===== src/hdl/tied_ram.sv =====
// ----------------------------------------------------------------------------
// tied_ram: simple dual-port synchronous RAM
// One write port, one read port, registered read data.
// ----------------------------------------------------------------------------
`default_nettype none

module tied_ram #(
	parameter int DEPTH = 64,
	parameter int WIDTH = 38
) (
	input  wire logic                     clk,
	input  wire logic                     we,
	input  wire logic [$clog2(DEPTH)-1:0] waddr,
	input  wire logic [WIDTH-1:0]         wdata,
	input  wire logic                     re,
	input  wire logic [$clog2(DEPTH)-1:0] raddr,
	output logic      [WIDTH-1:0]         rdata
);

	logic [WIDTH-1:0] mem [DEPTH];

	// write port
	always_ff @(posedge clk) begin
		if (we) begin
			mem[waddr] <= wdata;
		end
	end

	// read port
	always_ff @(posedge clk) begin
		if (re) begin
			rdata <= mem[raddr];
		end
	end

endmodule

`default_nettype wire


===== config.mk =====
export PLATFORM = sky130hd
export DESIGN_NAME = tied_ram
export DESIGN_NICKNAME = d
export VERILOG_FILES = /design/src/hdl/tied_ram.sv
export SDC_FILE = /design/constraint.sdc
export NUM_CORES = 2
export LEC_CHECK = 0
export BUFFER_PORTS_ARGS = -buffer_cell sky130_fd_sc_hd__buf_2
export CORE_MARGIN = 2
export CORE_UTILIZATION = 60
export DETAILED_ROUTE_END_ITERATION = 7
export PLACE_DENSITY = 0.77
export RECOVER_POWER = 50
export SYNTH_ARGS = -nofsm -noshare
export SYNTH_HDL_FRONTEND = slang
export SYNTH_SLANG_ARGS = --single-unit

===== constraint.sdc =====
create_clock -name clk -period 5.85 [get_ports clk]
set_clock_uncertainty 0.2 [all_clocks]
set_input_delay 0.585 -clock clk [delete_from_list [all_inputs] [get_ports clk]]
set_output_delay 0.585 -clock clk [all_outputs]
set_load 0.02 [all_outputs]

### Word level (Yosys, flattened, before mapping)

Memories as Yosys holds them, arrays and structs flattened. A register that Yosys moved wholly into a read port is not among the register bits.
Index checks and enable logic that the tools add are counted.

| cells by class | value |
|---|---|
| muxes and demuxes | 2 |

Operator list:

| kind | number |
|---|---|
| $mux W1 | 2 |

| word-level totals | value |
|---|---|
| bits in registers | 0 |
| memories | 1 |
| output and inout port bits | 38 |
| RAM bits | 2,432 |
| bits of input ports | 53 |

Memories:

| memory | words | bits a word | rd ports | clocked after Yosys merged registers in | write ports | RTL line | text |
|---|---|---|---|---|---|---|---|
| mem | 64 | 38 | 1 | 1 | 1 | 20 | `logic [WIDTH-1:0] mem [DEPTH];` |

### Logic depth before layout (Yosys ltp)

| depth | value |
|---|---|
| word-level depth | 2 |
| mapped depth | 9 |
| depth with buffers taken out | 5 |

### Worst setup path before layout

OpenSTA, ideal clock, no wires.

| path | value |
|---|---|
| path type | input to register |
| start | input port waddr[3] |
| end | memory mem[48][0] (enable) |
| data arrival time | 3.712 ns |
| setup slack | 1.457 ns |
| path buffers | 1 |
| library setup time | 0.480 ns |
| cell stages on the path | 4 |
| required time | 5.170 ns |
| cells stage by stage | clkbuf_1 > nor2b_1 > nand4b_1 > nor3_1 |

RTL lines:

| item | RTL line | text |
|---|---|---|
| from (decl) | 13 | `input wire logic [$clog2(DEPTH)-1:0] waddr,` |
| to (decl) | 20 |  |

Straight into the memory's write port.

### Final worst setup path

| path | value |
|---|---|
| start | input port re |
| end | register rdata[14], read port of mem (enable) |

RTL lines:

| item | RTL line | text |
|---|---|---|
| from (decl) | 15 | `input wire logic re,` |
| to (decl) | 17 | `output logic [WIDTH-1:0] rdata` |

No word-level cell between the ends.

==> flow_summary.html <==
<table>
<tr><th>Metric</th><th>Value</th></tr>
<tr><th colspan="2">Run status</th></tr>
<tr><td>Result of the run</td><td>complete, but fails checks</td></tr>
<tr><td>Violated checks</td><td>capacitance limit, slew limit</td></tr>
<tr><th colspan="2">Clock network</th></tr>
<tr><td>Clock buffer depth</td><td>3</td></tr>
<tr><td>Clk Latency, worst-skew pair</td><td>0.87 ns</td></tr>
<tr><td>CTS clk-pin slew, worst paths</td><td>0.06 ns</td></tr>
<tr><td>CTS tree</td><td>built</td></tr>
<tr><td>Count of hold-fix buffers inserted at cts</td><td>1</td></tr>
<tr><td>H-tree level count</td><td>4</td></tr>
<tr><td>Cts repair resizes</td><td>0</td></tr>
<tr><td>Number of clock sinks</td><td>2470</td></tr>
<tr><td>Number of buffers inserted by post-CTS setup repair</td><td>0</td></tr>
<tr><td>Number of CTS-inserted buffers</td><td>225</td></tr>
<tr><td>Clk root buf</td><td>sky130_fd_sc_hd__clkbuf_16</td></tr>
<tr><th colspan="2">Worst setup path</th></tr>
<tr><td>Critical path type</td><td>in -&gt; reg</td></tr>
<tr><td>Kind of cell adding the most delay to the critical path</td><td>buffers and inverters</td></tr>
<tr><td>Data arrival, critical path</td><td>3.76 ns</td></tr>
<tr><td>Stage delay of the slowest cell on the critical path</td><td>2.16 ns</td></tr>
<tr><td>Cell with the largest stage delay on the worst path</td><td>sky130_fd_sc_hd__clkbuf_1</td></tr>
<tr><td>Critical path buffer and inverter count</td><td>3</td></tr>
<tr><td>Largest fanout on the critical path</td><td>31</td></tr>
<tr><td>Worst-path cell chain</td><td>dlygate4sd3_1, clkbuf_1, clkbuf_1</td></tr>
<tr><td>Worst path most repeated cell</td><td>sky130_fd_sc_hd__clkbuf_1</td></tr>
<tr><td>Critical Path End Type</td><td>flop</td></tr>
<tr><td>Critical path data required time</td><td>6.05 ns</td></tr>
<tr><td>Startpoint Class</td><td>input pin</td></tr>
<tr><th colspan="2">GRT</th></tr>
<tr><td>Maximum number of pins on one net before global-route repair</td><td>about 140</td></tr>
<tr><td>GRT Overall Usage</td><td>0.3083</td></tr>
<tr><td>Number of antenna violations at the first check in global routing</td><td>11</td></tr>
<tr><td>Vias in the first global route</td><td>46410</td></tr>
<tr><td>Wire length of the first global-routing pass</td><td>approximately 340000 um</td></tr>
<tr><td>Leftover overflow at the end of global routing</td><td>0</td></tr>
<tr><th colspan="2">Timing</th></tr>
<tr><td>Worst slew pin tran</td><td>3.006 ns</td></tr>
<tr><td>Slew HR</td><td>-1.004</td></tr>
<tr><td>Final Cycle Share</td><td>0.6094</td></tr>
<tr><td>F_max</td><td>280.5 MHz</td></tr>
<tr><td>Number of setup violations in the final report</td><td>0</td></tr>
<tr><td>Final critical delay including setup and external delays</td><td>3.565 ns</td></tr>
<tr><td>RSZ-0062 raised after global routing</td><td>no</td></tr>
<tr><td>Final count of pins violating max slew</td><td>between 2000 and 3000</td></tr>
<tr><td>Final hold violation count</td><td>0</td></tr>
<tr><td>Total negative slack</td><td>0 ns</td></tr>
<tr><td>Final worst-path setup slack</td><td>roughly 2.3 ns</td></tr>
<tr><th colspan="2">Synth</th></tr>
<tr><td>Share of the synthesized area in the top cell type</td><td>0.7948</td></tr>
<tr><td>Fraction of synthesized cell area in xor and xnor cells</td><td>0</td></tr>
<tr><td>Top flip-flop cell by instance count after synthesis</td><td>sky130_fd_sc_hd__edfxtp_1</td></tr>
<tr><td>Post-synthesis simple-gate area fraction</td><td>0.01193</td></tr>
<tr><td>Net count after synthesis</td><td>4042</td></tr>
<tr><td>Post-synthesis sequential element count</td><td>between 2000 and 2500</td></tr>
<tr><td>Top post-synthesis cells by area</td><td>sky130_fd_sc_hd__edfxtp_1, sky130_fd_sc_hd__mux4_2, sky130_fd_sc_hd__a22oi_1</td></tr>
<tr><td>EDFF count, synth</td><td>2470</td></tr>
<tr><td>Main combinational cell family by area after synthesis</td><td>multiplexers</td></tr>
<tr><td>Post-synthesis cell count</td><td>between 3000 and 4000</td></tr>
<tr><td>Number of synthesis warnings</td><td>0</td></tr>
<tr><td>Share of the yosys chip area belonging to registers</td><td>0.7948</td></tr>
<tr><td>Post-synthesis mux area share</td><td>0.1564</td></tr>
<tr><td>Synthesized area per cell</td><td>23.39 um2</td></tr>
<tr><td>Compound-Gate Fraction of Synth Area</td><td>0.02483</td></tr>
<tr><td>Fraction of registers with async set/reset</td><td>0</td></tr>
<tr><td>Adder-cell share of the synthesized area</td><td>0</td></tr>
<tr><td>Largest area contributor in the netlist</td><td>sky130_fd_sc_hd__edfxtp_1</td></tr>
<tr><td>Unique masters post-synth</td><td>30</td></tr>
<tr><td>Syn Std Cell Area</td><td>93320 um2</td></tr>
<tr><th colspan="2">Power</th></tr>
<tr><td>Areal power density over the cells</td><td>346.5 nW/um2</td></tr>
<tr><td>Cell internal pwr</td><td>28.45 mW</td></tr>
<tr><td>Share of total power in the clock network</td><td>0.405</td></tr>
<tr><td>Leakage component of the power</td><td>around 32 nW</td></tr>
<tr><td>VDD IR max</td><td>0.3478 mV</td></tr>
<tr><td>Share of total power consumed by net switching</td><td>0.2111</td></tr>
<tr><td>Power consumption</td><td>36.06 mW</td></tr>
<tr><td>Comb pwr share</td><td>0.047</td></tr>
<tr><td>Share of total power in sequential cells</td><td>0.547</td></tr>
<tr><td>Switch Pwr</td><td>between 7 and 8 mW</td></tr>
<tr><th colspan="2">Floorplanning</th></tr>
<tr><td>Core area</td><td>between 150000 and 200000 um2</td></tr>
<tr><td>DIE WIDTH</td><td>~400 um</td></tr>
<tr><td>Top Ports</td><td>91</td></tr>
<tr><td>Initial cell density of the core</td><td>0.6051</td></tr>
<tr><td>Die Area</td><td>between 150000 and 200000 um2</td></tr>
<tr><td>Y dimension of the die</td><td>398.4 um</td></tr>
<tr><td>Cell Rows</td><td>144</td></tr>
<tr><th colspan="2">Cells and area</th></tr>
<tr><td>Number of fillers in the final layout</td><td>9022</td></tr>
<tr><td>Relative area change from synthesis to final layout</td><td>11.54%</td></tr>
<tr><td>Most common cell after layout, fill and taps aside</td><td>sky130_fd_sc_hd__edfxtp_1</td></tr>
<tr><td>Final instance count without filler cells</td><td>roughly 6500</td></tr>
<tr><td>Net count reported at finish</td><td>4265</td></tr>
<tr><td>Ratio of cells with drive above 1 in the final layout</td><td>0.2722</td></tr>
<tr><td>Commonest non-fill, non-tap cells in the layout</td><td>sky130_fd_sc_hd__edfxtp_1, sky130_fd_sc_hd__mux4_2, sky130_fd_sc_hd__clkbuf_16</td></tr>
<tr><th colspan="2">Place</th></tr>
<tr><td>Final GP Congestion</td><td>around 0.83</td></tr>
<tr><td>Number of placed instances, taps included</td><td>roughly 6000</td></tr>
<tr><td>DP Wirelength</td><td>124500 um</td></tr>
<tr><td>Pre-CTS worst setup slack</td><td>1.579 ns</td></tr>
<tr><td>Count of port buffers added during placement</td><td>90</td></tr>
<tr><th colspan="2">Detailed routing</th></tr>
<tr><td>First-pass iteration count of the detailed router</td><td>6</td></tr>
<tr><td>Residual DRC</td><td>0</td></tr>
<tr><td>Vias post-DR</td><td>approximately 46000</td></tr>
<tr><td>Via-to-Cell Ratio</td><td>7.100</td></tr>
<tr><td>Detailed-route wire length</td><td>240500 um</td></tr>
<tr><td>Routed len/inst</td><td>37.24 um</td></tr>
<tr><td>Routed Antenna Nets</td><td>0</td></tr>
<tr><td>Violation count after the first detailed-route iteration</td><td>7308</td></tr>
<tr><th colspan="2">Job</th></tr>
<tr><td>Max Cap Viol</td><td>39</td></tr>
<tr><th colspan="2">Worst hold path</th></tr>
<tr><td>HP Class</td><td>in -&gt; reg</td></tr>
</table>
final cells by class:
type	count	area, um2	share of cell area
flip-flops and latches	2470	74170	0.7126
multi-input cells	1299	18510	0.1778
clock buffers	277	5953	0.05720
well taps	2044	2557	0.02457
repair buffers	215	1539	0.01479
clock inverters	146	1341	0.01289
diodes	5	12.51	0.0001202
inverters	1	3.754	0.00003606
worst register-to-register path: cells and delay by family, from the launching register on:
kind / cells / cell delay, ns
AO/OA/AOI/OAI: 2 / 0.90
multiplexers: 1 / 0.50
flip-flops: 1 / 0.39
AND/OR/NAND/NOR: 2 / 0.26
path summary, 6_finish.rpt:
check / from / depth (start not counted) / slack, ns / endpoint
setup / recovery: re / 3 / 2.29 / rdata[14]
hold / removal: raddr[4] / 3 / 0.32 / rdata[5]
setup reg to reg: mem[22][30] / 5 / 3.32 / rdata[30]
hold reg to reg: mem[44][21] / 5 / 0.78 / rdata[21]
cells by family (layout without fill, tap and decap cells):
| family | count (synthesis) | after routing |
|---|---|---|
| AOI/OAI and AO/OA | 344 | 344 |
| buffers and inverters | 220 | 639 |
| DFF | 2470 | 2470 |
| muxes | 695 | 695 |
| other | 0 | 5 |
| and+or+nand+nor | 260 | 260 |
sequential cells by signal, indices dropped and copies added (netlist names):
name,count
mem,2432
rdata,38
synth_stat cells (20+ instances only):
library cell / instances
sky130_fd_sc_hd__clkbuf_1: 91
sky130_fd_sc_hd__mux4_2: 608
sky130_fd_sc_hd__mux2i_1: 63
sky130_fd_sc_hd__buf_6: 20
sky130_fd_sc_hd__nand2_1: 76
sky130_fd_sc_hd__a21oi_1: 72
sky130_fd_sc_hd__nor2_1: 127
sky130_fd_sc_hd__buf_2: 61
sky130_fd_sc_hd__a22oi_1: 138
sky130_fd_sc_hd__buf_1: 28
sky130_fd_sc_hd__edfxtp_1: 2470
sky130_fd_sc_hd__o221ai_1: 32
sky130_fd_sc_hd__mux2_2: 24
sky130_fd_sc_hd__o22ai_1: 100
metrics by stage:
stage	hold WS, ns	utilization	area (um2)
2_1_floorplan	0.4839	-	93320
3_3_place_gp	0.7406	0.6280	96850
3_5_place_dp	0.7511	0.6280	96850
4_1_cts	0.1560	0.6753	104200
5_1_grt	0.2712	0.6748	104100
6_report	0.3168	0.6749	104100
power by group through the flow:
stage / Combinational (mW) / Sequential [mW] / Clock (mW)
2_1_floorplan: 0.941 / 20.1 / 0
3_3_place_gp: 1.65 / 20.1 / 0
3_5_place_dp: 1.68 / 20.1 / 0
4_1_cts: 1.71 / 19.7 / 14.7
5_1_grt: 1.79 / 19.7 / 15.3
6_report: 1.71 / 19.7 / 14.6
layer usage:
metal	wire (um)	global-route usage
met5	108	0
met4	12510	0.1429
met3	31940	0.07816
met2	114000	0.4758
met1	81900	0.4219
Power figures use the tool's default switching activity.
