$ cat config.mk
export PLATFORM = sky130hd
export DESIGN_NAME = tied_div
export DESIGN_NICKNAME = d
export VERILOG_FILES = /design/src/hdl/tied_pkg.sv /design/src/hdl/tied_div.sv
export SDC_FILE = /design/constraint.sdc
export NUM_CORES = 1
export LEC_CHECK = 0
export ABC_AREA = 1
export BUFFER_PORTS_ARGS = -buffer_cell sky130_fd_sc_hd__buf_4
export CAP_MARGIN = 25
export CORE_ASPECT_RATIO = 0.6
export CORE_MARGIN = 2
export CORE_UTILIZATION = 55
export DETAILED_ROUTE_END_ITERATION = 16
export GPL_TIMING_DRIVEN = 0
export PLACE_DENSITY_LB_ADDON = 0.15
export SLEW_MARGIN = 20
export SYNTH_ARGS = -nofsm -noshare
export SYNTH_HDL_FRONTEND = slang
export SYNTH_SLANG_ARGS = --single-unit
$ cat constraint.sdc
create_clock -name clk -period 2.65 [get_ports clk]
set_clock_uncertainty 0.15 [all_clocks]
set_input_delay 0.1325 -clock clk [delete_from_list [all_inputs] [get_ports clk]]
set_output_delay 0.1325 -clock clk [all_outputs]
set_load 0.01 [all_outputs]
$ cat src/hdl/tied_pkg.sv
// ----------------------------------------------------------------------------
// tied_pkg: shared types and constants of the enthalpy-delta block
// Item layouts, status and unit codes, table geometry and datapath widths.
// ----------------------------------------------------------------------------
`default_nettype none

package tied_pkg;

	// table geometry
	localparam int TABLE_DEPTH = 64;
	localparam int IDX_W       = $clog2(TABLE_DEPTH);
	localparam int PTS_W       = 7;

	// field widths
	localparam int TEMP_W = 18;
	localparam int ENTH_W = 20;
	localparam int DLT_W  = 21;

	// Fahrenheit conversion: x = (t - 32.0)*5 + 4, then x/9 by reciprocal
	localparam int                XF_W        = 21;
	localparam logic [TEMP_W-1:0] FREEZE_F_Q8 = 18'd8192;
	localparam logic [XF_W-1:0]   RECIP_9     = 21'd1864136;
	localparam int                RECIP_SH    = 24;

	// interpolation divider: magnitude of (de * dt) is below 2^(ENTH_W+TEMP_W)
	localparam int DIV_W  = ENTH_W + TEMP_W;
	localparam int CNT_W  = $clog2(DIV_W + 1);
	localparam int PROD_W = DLT_W + TEMP_W + 1;

	// opcodes
	localparam logic OP_LOAD  = 1'b0;
	localparam logic OP_QUERY = 1'b1;

	// unit codes
	localparam logic [1:0] UNIT_C = 2'd0;
	localparam logic [1:0] UNIT_F = 2'd1;

	// status codes
	localparam logic [1:0] ST_OK       = 2'd0;
	localparam logic [1:0] ST_BAD_UNIT = 2'd1;
	localparam logic [1:0] ST_OUTSIDE  = 2'd2;
	localparam logic [1:0] ST_LOAD_ACK = 2'd3;

	typedef struct packed {
		logic              opcode;
		logic [5:0]        point_index;
		logic [TEMP_W-1:0] point_temp;
		logic [ENTH_W-1:0] point_enthalpy;
		logic [TEMP_W-1:0] initial_temp;
		logic [1:0]        initial_unit;
		logic [TEMP_W-1:0] final_temp;
		logic [1:0]        final_unit;
	} in_item_t;

	typedef struct packed {
		logic signed [DLT_W-1:0] energy_delta;
		logic [1:0]              status;
	} out_item_t;

	// one table point as stored in memory
	typedef struct packed {
		logic [TEMP_W-1:0] temp;
		logic [ENTH_W-1:0] enthalpy;
	} entry_t;

	localparam int ENTRY_W = $bits(entry_t);

	// divider launch
	typedef struct packed {
		logic              start;
		logic [DIV_W-1:0]  dividend;
		logic [TEMP_W-1:0] divisor;
	} div_req_t;

	typedef enum logic [3:0] {
		S_IDLE,
		S_CONV,
		S_START,
		S_SEARCH,
		S_MUL,
		S_DIVGO,
		S_DIV,
		S_FIN,
		S_RESP
	} state_t;

endpackage

`default_nettype wire

$ cat src/hdl/tied_div.sv
// ----------------------------------------------------------------------------
// tied_div: radix-2 restoring divider
// Unsigned dividend by unsigned divisor, one quotient bit per cycle.
// ----------------------------------------------------------------------------
`default_nettype none

module tied_div (
	input  wire logic                          clk,
	input  wire logic                          arst_n,
	input  wire tied_pkg::div_req_t            req,
	output logic                               done,
	output logic [tied_pkg::DIV_W-1:0]         quotient
);

	logic                            busy_q;
	logic                            done_q;
	logic [tied_pkg::CNT_W-1:0]      cnt_q;
	logic [tied_pkg::TEMP_W-1:0]     rem_q;
	logic [tied_pkg::TEMP_W-1:0]     den_q;
	logic [tied_pkg::DIV_W-1:0]      quo_q;
	logic [tied_pkg::TEMP_W:0]       trial;
	logic [tied_pkg::TEMP_W:0]       diff;
	logic                            qbit;

	// one trial subtraction
	always_comb begin
		trial = {rem_q, quo_q[tied_pkg::DIV_W-1]};
		diff  = trial - {1'b0, den_q};
		qbit  = (trial >= {1'b0, den_q});
	end

	// control
	always_ff @(posedge clk or negedge arst_n) begin
		if (!arst_n) begin
			busy_q <= 1'b0;
			done_q <= 1'b0;
			cnt_q  <= '0;
		end else begin
			done_q <= 1'b0;
			if (req.start) begin
				busy_q <= 1'b1;
				cnt_q  <= tied_pkg::CNT_W'(tied_pkg::DIV_W);
			end else if (busy_q) begin
				cnt_q <= cnt_q - 1'b1;
				if (cnt_q == tied_pkg::CNT_W'(1)) begin
					busy_q <= 1'b0;
					done_q <= 1'b1;
				end
			end
		end
	end

	// datapath: dividend shifts out the top as quotient bits shift in
	always_ff @(posedge clk) begin
		if (req.start) begin
			rem_q <= '0;
			den_q <= req.divisor;
			quo_q <= req.dividend;
		end else if (busy_q) begin
			rem_q <= qbit ? diff[tied_pkg::TEMP_W-1:0] : trial[tied_pkg::TEMP_W-1:0];
			quo_q <= {quo_q[tied_pkg::DIV_W-2:0], qbit};
		end
	end

	assign done     = done_q;
	assign quotient = quo_q;

endmodule

`default_nettype wire

-- After elaboration in Yosys (flattened, before gate mapping)
Cells that the tools add are included.
- add/subtract/negate cells: 2
- equality and inequality tests: 1
- magnitude comparators: 1
- reduce and logical (&&, ||, !) cells: 1
- mux-type cells: 11
- operators with widths (cell ; count):
    38-bit 2-to-1 mux ; 2
    19-bit by 18-bit >= comparator with 1-bit output ; 1
    18-bit 2-to-1 mux ; 1
    18-bit subtractor ; 1
    6-bit 2-to-1 mux ; 2
    6-bit by 1-bit == test with 1-bit output, second input constant ; 1
    1-bit 2-to-1 mux ; 6
    6-bit by 1-bit subtractor with 6-bit output, second input constant ; 1
    2-bit nonzero test ; 1
- input port bits: 59
- logic and storage cells: 22
- output and inout bits: 39
- register bits after elaboration: 82

-- Logic depth before layout (Yosys ltp)
- depth in word-level cells: 4
- mapped depth: 16
- gate-level depth less buffers: 15

-- Worst setup path before layout
OpenSTA, ideal clock, no wires.
- kind: register to register
- start point: reg busy_q
- end point: reg quo_q, in the netlist quotient[0], enable pin
- cell stages (with the launch flop): 4
- period minus slack after synthesis: 2.288 ns
- path slack: 0.362 ns
- buffers on the path: 1
- data required time: 2.083 ns
- arrival: 1.722 ns
- setup time: 0.417 ns
- path through: dfrtp_1 -> nor2_1 -> inv_1 -> clkbuf_1
- cells in the longest elaborated chain, start to end: 1
- RTL lines (what ; RTL line ; RTL):
    start: declaration ; tied_div.sv:15 ; logic busy_q;
    start signal: assignment ; tied_div.sv:35 ; busy_q <= 1'b0;
    start signal: assignment ; tied_div.sv:41 ; busy_q <= 1'b1;
    start signal: assignment ; tied_div.sv:46 ; busy_q <= 1'b0;
    2-bit nonzero test (no source line) ; n/a ;
    end signal: assignment ; tied_div.sv:58 ; quo_q <= req.dividend;
    end signal: assignment ; tied_div.sv:61 ; quo_q <= {quo_q[tied_pkg::DIV_W-2:0], qbit};
    end: declaration ; tied_div.sv:20 ; logic [tied_pkg::DIV_W-1:0] quo_q;
Every way passes these cells.
A chain may end at the register's enable or synchronous reset.

-- Worst setup path after layout
- start point: reg quo_q, in the netlist quotient[37]
- end point: reg rem_q[14] (netlist bit)
- cells in the longest elaborated chain, start to end: 2
- elaborated cells between the ends (all ways): 3
- classes of those cells: add/sub (1); order compare (1); mux (1)
- RTL lines (what ; RTL line ; RTL):
    18-bit subtractor / 19-bit by 18-bit >= comparator with 1-bit output (equally long branches) ; tied_div.sv:28, tied_div.sv:29 ;
    18-bit 2-to-1 mux * ; tied_div.sv:60 ; rem_q <= qbit ? diff[tied_pkg::TEMP_W-1:0] : trial[tied_pkg::TEMP_W-1:0];
    end signal: assignment ; tied_div.sv:60 ;
    end: declaration ; tied_div.sv:18 ; logic [tied_pkg::TEMP_W-1:0] rem_q;
Mark *: on every way between the ends. The rest lies on a longest branch, timed or not.

==> impl_metrics.ini <==
[clock_tree]
postCtsSetupRepairBufs = 0
clkTransAtPathRegs_ps = 60
cts.sinks = 82
cts_tree = yes
cts_buffers = 9
htreeDepth = 3
cts_buffer_depth = 2
clockRootBuffer = clkbuf_16
clk-insertion-delay-late_ps = 340

[power_and_ir_drop]
leakage_uw = 0.00319
power_density_mw_per_mm2 = 855
irDropWorstVdd_mv = 0.526

[global_routing]
grt_overflow_total = 0
antenna_found_initial = 0
first_global_vias = 4256
grt_first_pass_wirelength_um = 20000
grt_max_degree = 26
grtUsageTotal = 0.293

[timing]
finalSetupViolations = 0
max_freq_mhz = 414
slew_violations = 0
period_share = 0.911
final.min_clock_period_ps = 2410
timing.slew.headroom = 0.484
fin_ws_ps = 236
rsz0062_at_grt = false
tightest_slew_ps = 771
hold_viol_final = 0

[logic_synthesis]
syn_area_mm2 = 0.00454
synth_edf_count = 56
ys_types = 35
ys_seq_area_frac = 0.494
ys.warnings.count = 0
syn_inst = 563
post-synth-top-count-cell = nand2_1
synth_top_area_frac = 0.371
yosys.area.top_type = edfxtp_1
synth_nets = 643
postSynthAreaPerCell_um2 = 8.06
synth_seq_cells = 82
synth_area_leaders = edfxtp_1 37%, nand2_1 19%, dfxtp_1 7.9%
ys_async_sr_fraction = 0.0976
ys_top_cells_by_count = 233 x nand2_1, 65 x inv_1, 56 x edfxtp_1, 38 x nand3_1, 27 x nor2_1
synth_ff_type = edfxtp_1

[setup_path]
crit_fanout = 3
r2r_start = quotient[37]$_DFFE_PP_
start_kind = flop
crit_type = reg2reg
rr_endpoint = rem_q[14]$_SDFFE_PP0P_
r2r_cells = 15
critical_path_arrival_ps = 2490
worstSetupEndpointType = flop
critical_path.cell_chain = inv_1 -> ha_1 -> inv_1 -> fa_1 -> inv_1 -> nor2_1 -> nor2_1 -> o21bai_1 -> nand2_1 -> nand2_1 -> nand2_1 -> nand2_1 -> nand2_1 -> nand3_1 -> nand2_1
max_stage_delay_ps = 380
rrSetupSlack_ps = 240
path_common_cell = nand2_1
endpoint = rem_q[14]$_SDFFE_PP0P_
worst_path_max_delay_cell = o21bai_1
critPathBufInv = 3
startpoint = quotient[37]$_DFFE_PP_
crit_family = simple AND/OR/NAND/NOR gates
cp.required_ps = 2730
path_depth = 15

[min_path]
worstHoldPathType = in2reg
hold_depth = 1

[layout]
finalNetCount = 810
area_growth_pct = 39.5
final_area_mm2 = 0.00633
drive_gt1_frac = 0.188
diodes = 0

[job]
cap_violations = 0

[detailed_routing]
vias = 4430
drtAntennaViolNets = 0
detail_route.wl_per_cell_um = 15.5
wl_um = 13100
first_iter_violations = 384
first_pass_iters = 5
drc = 0
routed_via_density = 5.26

[floorplanning]
die-area_mm2 = 0.00901
placementRows = 25
io_pins = 98
die_h_um = 74.3
initial_core_util = 0.571
chipWidth_um = 121
core_area_mm2 = 0.00795

[placement]
post-dp-hpwl_um = 8340
port_buffers = 97
place.gp.congestion = 0.914
dp_slack_ps = 300
placed_area_mm2 = 0.00543

[run_status]
status = complete, no violations
## what timing repair did
action	in CTS	in global routing
gates resized for setup	0	0
endpoints found under the hold margin	64	0
hold buffers	58	0
## power breakdown
group	total, uW	internal, uW	switching, uW
sequential	1750	1600	143
combinational	2320	941	1380
clock	1340	825	516
## flip-flops by register name (all words and copies together), names as in the netlist
| register | flops |
|---|---|
| cnt_q | 6 |
| done | 1 |
| busy_q | 1 |
| quotient | 38 |
| den_q | 18 |
| rem_q | 18 |
## how the worst min path moves through the flow
stage / start / endpoint / slack (ps)
floorplan: arst_n / busy_q$_DFF_PN0_ / -310
CTS: req[56] / den_q[2]$_DFFE_PP_ / 50
global placement: arst_n / cnt_q[2]$_DFFE_PN0P_ / -200
detailed placement: arst_n / done$_DFF_PN0_ / -190
global route: req[56] / den_q[2]$_DFFE_PP_ / 60
finish: req[56] / den_q[2]$_DFFE_PP_ / 50
## worst reg2reg max path: stages (launching register included)
cell and delay [ps]:
edfxtp_1 360, inv_1 60, ha_1 190, inv_1 110, fa_1 230, inv_1 50
nor2_1 120, nor2_1 80, o21bai_1 380, nand2_1 160, nand2_1 120, nand2_1 60
nand2_1 60, nand2_1 50, nand3_1 70, nand2_1 50
## routing by layer
layer,vias to the layer above,routed length (um),part of all wire,GRT usage
li1,2132,-,-,-
met1,2073,5380,0.41,0.379
met2,199,6370,0.49,0.495
met3,26,1060,0.081,0.0652
met4,0,243,0.019,0.109
met5,-,0,0,0
## cells in the final DEF (no fill, tap or decap), types with 9 or more instances in the layout
| cell type | n |
|---|---|
| nand3_1 | 38 |
| edfxtp_1 | 56 |
| inv_1 | 65 |
| dfxtp_1 | 18 |
| nor2_1 | 27 |
| o21ai_0 | 14 |
| nand2_1 | 233 |
| buf_4 | 98 |
| clkbuf_16 | 9 |
| dlygate4sd3_1 | 58 |
| clkbuf_1 | 9 |
| ha_1 | 20 |
| a21oi_1 | 14 |
| nand3b_1 | 13 |
## kinds of logic after synthesis
family,synth area share
AND/OR/NAND/NOR,0.309
buffers and inverters,0.0753
flip-flops,0.494
AO/OA/AOI/OAI,0.0461
adder cells (fa/ha/maj),0.0596
XOR/XNOR,0.0154
## metrics by stage
step	power (uW)	hold WS (ps)	setup TNS [ps]	instances	util
after floorplan	3350	-313	0	563	-
after global placement	3860	-197	-28740	768	0.680
after detailed placement	3940	-192	0	769	0.683
after CTS	5370	47.1	0	843	0.796
after global routing	5730	57.8	0	843	0.796
final	5410	54.3	0	843	0.796
## final cells by class
type | instances | area, um2
clock inverters | 7 | 92.6
flip-flops and latches | 82 | 2240
plain buffers | 17 | 87.6
multi-input cells | 396 | 1950
well taps | 108 | 135
inverters | 68 | 255
clock buffers | 9 | 225
fillers | 523 | 1620
repair buffers | 156 | 1340
No activity file was read; power rests on OpenSTA's default activity.
